`config.mk`:
```
export PLATFORM = sky130hd
export DESIGN_NAME = gibs_controller
export DESIGN_NICKNAME = d
export VERILOG_FILES = /design/src/rtl/core/gibs_pkg.sv /design/src/rtl/core/gibs_controller.sv
export SDC_FILE = /design/constraint.sdc
export NUM_CORES = 1
export LEC_CHECK = 0
export ABC_AREA = 0
export ABC_CLOCK_PERIOD_IN_PS = 1200
export BUFFER_PORTS_ARGS = -buffer_cell sky130_fd_sc_hd__buf_2
export CAP_MARGIN = 20
export CORE_AREA = 2 2 39 41
export CTS_BUF_LIST = sky130_fd_sc_hd__clkbuf_8
export DETAILED_ROUTE_END_ITERATION = 8
export DIE_AREA = 0 0 41 43
export PLACE_DENSITY = 0.55
export REMOVE_ABC_BUFFERS = 1
export SYNTH_ARGS = -nofsm -noshare
export SYNTH_HDL_FRONTEND = slang
export SYNTH_SLANG_ARGS = --single-unit
```
`constraint.sdc`:
```
create_clock -name clk -period 1.2 [get_ports clk]
set_input_delay 0.18 -clock clk [delete_from_list [all_inputs] [get_ports clk]]
set_output_delay 0.18 -clock clk [all_outputs]
set_load 0.02 [all_outputs]
```
`src/rtl/core/gibs_pkg.sv`:
```
// Package for the interval bound search: item types, request codes, control structs.
package gibs_pkg;

  localparam int IDX_W = 13;
  localparam int POS_W = 32;
  localparam int REQ_W = 2;
  localparam int DEFAULT_MAX_POSITIONS = 4096;

  localparam logic [REQ_W-1:0] REQ_LOAD  = 2'd0;
  localparam logic [REQ_W-1:0] REQ_QUERY = 2'd1;
  localparam logic [REQ_W-1:0] REQ_BEGIN = 2'd2;

  typedef struct packed {
    logic [REQ_W-1:0]        req_type;
    logic [IDX_W-1:0]        load_index;
    logic signed [POS_W-1:0] load_value;
    logic signed [POS_W-1:0] query_start;
    logic signed [POS_W-1:0] query_stop;
  } in_item_t;

  typedef struct packed {
    logic [IDX_W-1:0] left_bound;
    logic [IDX_W-1:0] right_bound;
  } out_item_t;

  typedef enum logic [3:0] {
    OP_IDLE,
    OP_LOAD,
    OP_BEGIN,
    OP_QSTART,
    OP_RD_LO,
    OP_LO_CHK,
    OP_GAL_STEP,
    OP_GAL_CHK,
    OP_BIS_STEP,
    OP_BIS_CHK
  } dp_op_t;

  typedef struct packed {
    dp_op_t op;
    logic   phase;   // 0: left bound search, 1: right bound search
  } dp_cmd_t;

  typedef struct packed {
    logic gal_end;   // next gallop probe reaches the count
    logic go_hi;     // probed key lies at or past the bound, so the search moves toward low
    logic bis_end;   // high is at most one above low
  } dp_status_t;

endpackage

```
`src/rtl/core/gibs_controller.sv`:
```
// Sequencer for the interval bound search: steps the datapath through each query.
module gibs_controller (
  input  logic                          clk,
  input  logic                          rst_n,
  input  logic                          start,
  input  logic [gibs_pkg::REQ_W-1:0]    req_type,
  input  gibs_pkg::dp_status_t          status,
  output gibs_pkg::dp_cmd_t             cmd,
  output logic                          busy,
  output logic                          out_valid
);

  typedef enum logic [2:0] {
    S_IDLE,
    S_RD_LO,
    S_LO_CHK,
    S_GAL_STEP,
    S_GAL_CHK,
    S_BIS_STEP,
    S_BIS_CHK
  } state_t;

  state_t state_r, state_nxt;
  logic   phase_r, phase_nxt;
  logic   out_valid_r, out_valid_nxt;

  always_comb begin
    state_nxt     = state_r;
    phase_nxt     = phase_r;
    out_valid_nxt = 1'b0;
    cmd.op        = gibs_pkg::OP_IDLE;
    cmd.phase     = phase_r;
    unique case (state_r)
      S_IDLE: begin
        if (start) begin
          unique case (req_type)
            gibs_pkg::REQ_LOAD:  cmd.op = gibs_pkg::OP_LOAD;
            gibs_pkg::REQ_BEGIN: cmd.op = gibs_pkg::OP_BEGIN;
            gibs_pkg::REQ_QUERY: begin
              cmd.op    = gibs_pkg::OP_QSTART;
              state_nxt = S_RD_LO;
              phase_nxt = 1'b0;
            end
            default: cmd.op = gibs_pkg::OP_IDLE;
          endcase
        end
      end
      S_RD_LO: begin
        cmd.op    = gibs_pkg::OP_RD_LO;
        state_nxt = S_LO_CHK;
      end
      S_LO_CHK: begin
        cmd.op    = gibs_pkg::OP_LO_CHK;
        state_nxt = S_GAL_STEP;
      end
      S_GAL_STEP: begin
        cmd.op    = gibs_pkg::OP_GAL_STEP;
        state_nxt = status.gal_end ? S_BIS_STEP : S_GAL_CHK;
      end
      S_GAL_CHK: begin
        cmd.op    = gibs_pkg::OP_GAL_CHK;
        state_nxt = status.go_hi ? S_BIS_STEP : S_GAL_STEP;
      end
      S_BIS_STEP: begin
        cmd.op = gibs_pkg::OP_BIS_STEP;
        if (!status.bis_end) begin
          state_nxt = S_BIS_CHK;
        end else if (!phase_r) begin
          state_nxt = S_GAL_STEP;
          phase_nxt = 1'b1;
        end else begin
          state_nxt     = S_IDLE;
          out_valid_nxt = 1'b1;
        end
      end
      S_BIS_CHK: begin
        cmd.op    = gibs_pkg::OP_BIS_CHK;
        state_nxt = S_BIS_STEP;
      end
      default: state_nxt = S_IDLE;
    endcase
  end

  always_ff @(posedge clk) begin
    if (!rst_n) begin
      state_r     <= S_IDLE;
      phase_r     <= 1'b0;
      out_valid_r <= 1'b0;
    end else begin
      state_r     <= state_nxt;
      phase_r     <= phase_nxt;
      out_valid_r <= out_valid_nxt;
    end
  end

  assign busy      = (state_r != S_IDLE);
  assign out_valid = out_valid_r;

endmodule

```
==> After elaboration in Yosys (flattened, before gate mapping) <==
Cells that the tools add are included.
{ "word_totals": {"reg_bits": 5, "input_bits": 8, "out_inout_bits": 7, "elab_cells": 36} }
{ "classes": {"eq_ne": 11, "muxes": 15, "reduce_logical": 7} }
{ "ops": {"columns": ["op", "n"], "rows": [
  ["$pmux W4 S7", 1],
  ["$pmux W3 S7", 1],
  ["$mux W3", 4],
  ["$eq A3 B3 Y1 const B", 3],
  ["$eq A3 B2 Y1 const B", 2],
  ["$pmux W2 S3", 1],
  ["$mux W1", 5],
  ["$mux W2", 2],
  ["$ne A2 B2 Y1 const B", 2],
  ["$reduce_and A4 Y1", 1],
  ["$eq A3 B1 Y1 const B", 1],
  ["$logic_not A3 Y1", 1],
  ["$reduce_and A3 Y1", 1],
  ["$reduce_bool A3 Y1", 1],
  ["$eq A2 B1 Y1 const B", 1],
  ["$eq A2 B2 Y1 const B", 1],
  ["$logic_not A2 Y1", 1],
  ["$ne A2 B1 Y1 const B", 1],
  ["$pmux W1 S2", 1],
  ["$reduce_and A2 Y1", 1],
  ["$reduce_bool A2 Y1", 1]
]} }

==> Logic depth before layout (Yosys ltp) <==
Gate-level depths: netlist of the first run.
{ "logic_depth": {"word_depth": 4, "mapped_depth": 5, "mapped_depth_nobuf": 5} }

==> Least setup slack after synthesis of the first run <==
OpenSTA, ideal clock, no wires.
{ "synth_timing": {"path_type": "reg2out", "startpoint": "register state_r[0]", "endpoint": "output cmd[2] in the netlist's numbering", "arrival_ns": 1.031, "t_required_ns": 1.020, "slack_ns": -0.011, "path_stages_with_launch": 4, "path_buffers": 1, "cell_sequence": "dfxtp_1 > buf_4 > nand2_1 > o21ai_0"} }
{ "synth_lines": {"columns": ["item", "line", "rtl"], "rows": [
  ["start, declared", "gibs_controller.sv:23", "state_t state_r, state_nxt;"],
  ["start signal, assigned", "gibs_controller.sv:90", "state_r <= state_nxt;"],
  ["end, declared", "gibs_controller.sv:8", "output gibs_pkg::dp_cmd_t cmd,"]
]} }

==> Final worst setup path of the first run <==
{ "layout_timing": {"startpoint": "register state_r[1]", "endpoint": "output busy"} }
{ "layout_between": {"elab_chain_len": 1} }
{ "layout_lines": {"columns": ["item", "line", "rtl"], "rows": [
  ["$reduce_bool A3 Y1", "gibs_controller.sv:96", "assign busy = (state_r != S_IDLE);"],
  ["end, declared", "gibs_controller.sv:9", "output logic busy,"]
]} }
Every way passes these cells.

==> results of run 1 <==
registers in the layout, summed over array words and instances, names as in the netlist:
name	flops
state_r	3
phase_r	1
out_valid	1
Yosys cell counts, drive strengths merged:
master,n,area [µm²]
a211oi,1,7.51
a21oi,4,20.0
a31oi,2,12.5
and2,2,12.5
and3,1,6.26
and4b,1,10.0
buf,4,27.5
dfxtp,5,100
ha,1,12.5
inv,2,7.51
nand2,3,11.3
nand3,1,5.00
nand3b,1,7.51
nor2,2,7.51
nor2b,2,12.5
nor3b,1,7.51
nor4b,1,15.0
nor4bb,1,10.0
o211ai,1,12.5
o21ai,4,20.0
or3,1,11.3
xnor2,1,8.76
xor2,2,17.5
final timing paths:
path | start | slack (ns) | endpoint | depth (start not counted)
min reg2reg | phase_r | 0.54 | out_valid | 1
max reg2reg | state_r[1] | 0.03 | state_r[1] | 5
min | rst_n | 0.24 | out_valid | 2
max | state_r[1] | -0.1 | busy | 2
per-stage QoR:
| stage | total power, mW | area [µm²] |
|---|---|---|
| floorplan | 0.244 | 335 |
| global placement | 0.293 | 470 |
| detailed placement | 0.294 | 470 |
| CTS | 0.622 | 574 |
| global route | 0.662 | 613 |
| finish | 0.631 | 613 |
cell type report:
class	count	area share [%]
clock inverter	1	0.612
tap	16	3.27
multi-input combinational	33	44.5
sequential	5	17.8
clock buffer	3	6.73
timing repair buffer	22	25.9
inverter	2	1.22
report_power, final:
part	switching, mW	internal (mW)
registers	0.0131	0.170
logic	0.0673	0.0752
clock network	0.0858	0.220
worst register-to-register path, delay by kind of cell, from the launching register on:
| kind | cells | cell delay, ns |
|---|---|---|
| DFF | 1 | 0.37 |
| buffers and inverters | 2 | 0.26 |
| and+or+nand+nor | 1 | 0.26 |
| AOI/OAI and AO/OA | 2 | 0.19 |
cell usage in the layout, fill, tap and decap left out, drive strengths merged, types with 2 or more instances in the layout:
master	instances
buf	22
dfxtp	5
a21oi	4
o21ai	4
inv	3
clkbuf	3
nand2	3
nor2b	2
a31oi	2
xor2	2
and2	2
nor2	2
timing repair:
action / in CTS / in global routing
pin swaps: 5 / 3
buffers inserted: 1 / 0
endpoints found under the setup margin: 7 / 7
cloned: 1 / 0
resized for setup: 18 / 10
per-layer routing:
layer	global-route usage, %	up-vias	part of all wire, %
li1	-	199	-
met1	15.7	186	44
met2	23.8	14	50
met3	3.14	0	6.4
met4	6.00	0	0
met5	0	-	0
logic make-up (layout without fill, tap and decap cells):
kind of cell / Yosys count / in the layout
buffers and inverters: 6 / 28
xor gates and xnor gates: 3 / 3
and+or+nand+nor: 17 / 17
adders and majority gates: 1 / 1
AOI/OAI and AO/OA: 12 / 12
DFF: 5 / 5
==> metrics, run 1 <==
Max clock buf depth 2; cell chosen for the clock root clkbuf_8; Ports 15; Ant. Diodes 0; Multi-input gate area roughly 270 µm²; RSZ-0062 raised after global routing true; adder-cell share of the synthesized area under 10%; Fmax 0.771 GHz; Clock Sinks 5; initial antenna violation count 0; Synth warnings 0; via count 399; leakage 0.285 nW; flops & latches, synth 5; relative slew slack 83.0%; core region area ~1400 µm²; register area share after synthesis 27.6%; final hold vios 0; Final Critical Period 1.30 ns; Setup WS post-layout -0.0975 ns; row cnt 14; failing checks setup timing; Worst Tran Pin Value 0.251 ns; Crit path max-delay family simple AND/OR/NAND/NOR gates; DRT antenna net count 0; crit path DAT 1.12 ns; Area Overhead vs Synth 69.0%; CTS tree yes; post-synthesis simple-gate area fraction about a third; mux cell area share after synthesis 0%; Critical Path, Cell by Cell or3_4 > buf_6; Power Dens Cells 1030 nW/µm²; largest net degree at the start of global routing 9; H-tree depth 1; vias per inst approximately 4.9; CP startpoint kind flip-flop; final worst path period share 108%; Worst Path Required slightly above 1 ns; synth unique cells 24; total congestion overflow 0; outcome complete, but fails checks; number of global-route vias before repair 420; VDD IR max between 0.0004 and 0.0005 V; Avg Cell Area, Syn 8.25 µm²; Clock Latency Late Sink between 0.2 and 0.25 ns; synthesized cell area 363 µm²; first drt pass iteration count 2; cts hold-fix bufs 0; Die Y roughly 43 µm; post-layout util between 40% and 50%; Initial Util between 20% and 30%; setup TNS -0.265 ns; Buf/Inv on CP 1; Crit Path Class flip-flop to output port; first-pass GRT wire length between 1500 and 2000 µm; initial detailed-routing violation count 8; Cells after Synth between 40 and 50; gpl congestion 0.770; post-DP HPWL 659 µm; # DRC 0; worst hold path class input pin to flip-flop; number of CTS-inserted buffers 3; worst hold slack 0.238 ns; GRT Overall Usage between 10% and 20%; critical path's slowest cell or3_4; Worst Path Max Fanout 6; Clock Pin Slew Worst Setup and Hold Paths 0.04 ns; DP Worst Slack -0.0110 ns; dpl cells 76; Compound-Gate Fraction of Synth Area between 20% and 30%; Slew Limit Fails 0; die area 1760 µm²; # fillers between 100 and 150; kind of end point of the critical path output port; die width 41 µm; share of cells above drive strength 1 about 58%; MaxCap Viol Count 0; final net count between 70 and 80; PortBufs 14; CP peak stage delay approximately 0.38 ns; Setup-failing EPs final 5; WL per Instance 12.4 µm; register area about 110 µm²; Detailed Route WL 1010 µm; fraction of synthesized cell area in xor and xnor cells roughly 7.2%; largest family of logic cells by synthesized area simple AND/OR/NAND/NOR gates; Worst Skew between 0.004 and 0.005 ns; post-route non-filler standard cell count approximately 80
Power figures use the tool's default switching activity.
==> inputs of run 2 (changes only) <==
--- a/config.mk
+++ b/config.mk
@@ -5,7 +5,7 @@
 export SDC_FILE = /design/constraint.sdc
 export NUM_CORES = 1
 export LEC_CHECK = 0
-export ABC_AREA = 0
+export ABC_AREA = 1
 export ABC_CLOCK_PERIOD_IN_PS = 1200
 export BUFFER_PORTS_ARGS = -buffer_cell sky130_fd_sc_hd__buf_2
 export CAP_MARGIN = 20
@@ -13,7 +13,7 @@
 export CTS_BUF_LIST = sky130_fd_sc_hd__clkbuf_8
 export DETAILED_ROUTE_END_ITERATION = 8
 export DIE_AREA = 0 0 41 43
-export PLACE_DENSITY = 0.55
+export PLACE_DENSITY = 0.58
 export REMOVE_ABC_BUFFERS = 1
 export SYNTH_ARGS = -nofsm -noshare
 export SYNTH_HDL_FRONTEND = slang
==> run 2 against run 1 <==
Effect of this change: critical endpoint is now cmd[2]; maximum frequency fell by 3.2%; the run still ends with setup timing left; synthesized area rose by 11%; count of clock-buffer cells in the layout did not move; combinational power rose to 2.6 times the previous value; worst hold slack got worse by 0.022 ns.
==> metrics, run 2 <==
worst hold path class input pin to flip-flop; max reg flops 3 (unchanged); die width 41 µm (unchanged); GRT Overall Usage 13.6% (-0.45 points); top cells by count, synth nand2_1 (17), inv_1 (10), dfxtp_1 (5), nor2_1 (5), nor2_2 (4); Worst Tran Pin Value 0.209 ns (-0.0425 ns); Crit Path Class flip-flop to output port; final hold vios 0 (unchanged); adder-cell share of the synthesized area 3.12% (-0.33 points); most common cell in the synthesized netlist nand2_1; Ports 15 (unchanged); internal power 0.590 mW (+27%); Area Overhead vs Synth 64.2%; largest family of logic cells by synthesized area simple AND/OR/NAND/NOR gates; Clk network pwr share 34.0% (-14 points); final worst path period share 112% (+3.6 points); most common cell after layout, fill and taps aside nand2_1; largest cells by area after synthesis dfxtp_1 (25%), nand2_1 (16%), inv_1 (9.3%); Compound-Gate Fraction of Synth Area 10.3% (-9.7 points); first-pass GRT wire length 1550 µm (-8.2%); first drt pass iteration count 3 (+1); post-synthesis simple-gate area fraction 45.2% (+13 points); largest net degree at the start of global routing 7 (-2); synth unique cells 21 (-13%); Worst Skew 0.000318 ns (-0.00376 ns); Clock Sinks 5 (unchanged); flops & latches, synth 5 (unchanged); Net Sw Frac 31.4% (+5.0 points); synthesized cell area 402 µm² (+11%); WL per Instance 9.92 µm (-20%); ys async rst share 0% (unchanged); number of global-route vias before repair 455 (+8.3%); outcome complete, but fails checks; Avg Cell Area, Syn 6.48 µm² (-21%); Cells after Synth 62 (+41%); CP startpoint kind flip-flop; post-layout util 47.6% (+3.3 points); Critical Path, Cell by Cell nor2_4 > nand2_2 > o31ai_2 > buf_4; share of cells above drive strength 1 52.2% (-5.4 points); main flop type after synthesis dfxtp_1; Worst Path Required 1.02 ns (about the same); DP Worst Slack 0.0229 ns (+0.0339 ns); register area share after synthesis 24.9% (-2.7 points); initial detailed-routing violation count 1 (-7); DRT antenna net count 0 (unchanged); Die Y 43 µm (unchanged); initial antenna violation count 0 (unchanged); number of enable flip-flop cells after synthesis 0 (unchanged); final net count 100 (+32%); CP peak stage delay 0.36 ns (-0.02 ns); post-DP HPWL 767 µm (+16%); cell chosen for the clock root clkbuf_8; vias per inst 4.41 (-9.5%); gpl congestion 0.698 (-9.3%); via count 467 (+17%); Worst Path Max Fanout 6 (unchanged); Final Critical Period 1.34 ns (+0.0430 ns); NetSw 0.270 mW (+62%); post-route design area 659 µm² (+7.6%); mux cell area share after synthesis 0% (unchanged); RSZ-0062 raised after global routing true; Clock Pin Slew Worst Setup and Hold Paths 0.03 ns (about the same); failing checks setup timing; fraction of synthesized cell area in xor and xnor cells 0% (-7.2 points); Setup-failing EPs final 4 (-1); row cnt 14 (unchanged); Yosys top cell area share 24.9% (-2.7 points); crit path DAT 1.16 ns (+0.04 ns); Top reg by flops state_r; Synth warnings 0 (unchanged); leakage 0.364 nW (+28%); Placement Cell Area 526 µm² (+12%); H-tree depth 1 (unchanged); relative slew slack 86.0% (+3.0 points); CTS tree yes; commonest non-fill, non-tap cells in the layout nand2_1 (16), buf_4 (14), inv_1 (11); Gate power share 42.5% (+20 points); Ant. Diodes 0 (unchanged); number of CTS-inserted buffers 3 (unchanged); cts hold-fix bufs 0 (unchanged); VDD IR max 0.000708 V (+66%); Slew Limit Fails 0 (unchanged); Max clock buf depth 2 (unchanged); Setup WS post-layout -0.141 ns (-0.0430 ns); core region area 1380 µm² (unchanged); Initial Util 29.0% (+2.8 points); Detailed Route WL 1050 µm (+3.7%); kind of end point of the critical path output port; # DRC 0 (unchanged); die area 1760 µm² (unchanged); MaxCap Viol Count 0 (unchanged); Synth area leader dfxtp_1; Seq pwr share 23.5% (-5.5 points); Power Dens Cells 1300 nW/µm² (+27%); Clock Latency Late Sink 0.22 ns (about the same); critical path's slowest cell dfxtp_4; Fmax 0.746 GHz (-3.2%); PortBufs 14 (unchanged); total congestion overflow 0 (unchanged)
==> run 2: metal layers <==
metal  vias up  global-route usage, %  part of all wire (%)
met4         0                   12.0                   1.6
li1        250                      -                     -
met1       207                   11.7                    37
met2         8                   23.4                    57
met3         2                   3.14                   4.1
met5         -                      0                     0
==> run 2: logic make-up after synthesis <==
kind of cell             after synthesis
flip-flops                             5
AND/OR/NAND/NOR                       36
adder cells (fa/ha/maj)                1
AO/OA/AOI/OAI                          6
buffers and inverters                 14
==> run 2: repair_timing <==
action,in CTS,in global routing
pin swaps,1,0
resized for setup,12,6
buffers inserted,4,1
endpoints found under the setup margin,5,5
==> run 2: area by class of cell <==
| class | instances | area (µm²) |
|---|---|---|
| inverters | 12 | 47.5 |
| clock inverters | 1 | 3.75 |
| fillers | 146 | 724 |
| multi-input cells | 43 | 251 |
| repair buffers | 26 | 184 |
| well taps | 16 | 20.0 |
| clock buffers | 3 | 41.3 |
| flip-flops and latches | 5 | 111 |
==> run 2: power groups by stage <==
stage	Combinational [mW]	Clock [mW]	Sequential, mW
3_3_place_gp	0.246	0	0.200
4_1_cts	0.324	0.305	0.202
2_1_floorplan	0.144	0	0.204
6_report	0.365	0.292	0.202
5_1_grt	0.402	0.311	0.204
3_5_place_dp	0.249	0	0.201
==> run 2: final timing paths <==
check        cells after the start       start    endpoint  slack, ns
max                              4  state_r[0]      cmd[2]      -0.14
min                              3       rst_n  state_r[1]       0.22
max reg2reg                      8  state_r[0]     phase_r       0.04
min reg2reg                      2     phase_r   out_valid       0.49
==> run 2: through the flow <==
stage	hold slack [ns]	std cells	power (mW)	TNS, ns
after global placement	0.448	97	0.447	0
after global routing	0.250	106	0.917	-0.632
final	0.215	106	0.859	-0.377
after detailed placement	0.440	97	0.450	0
after CTS	0.214	105	0.831	-0.249
after floorplan	0.278	60	0.348	-0.260
==> run 2: worst max-delay path, delay by kind of cell (launching register included) <==
kind / cells / cell delay, ns
buffers and inverters: 1 / 0.18
and+or+nand+nor: 2 / 0.22
AOI/OAI and AO/OA: 1 / 0.19
DFF: 1 / 0.36
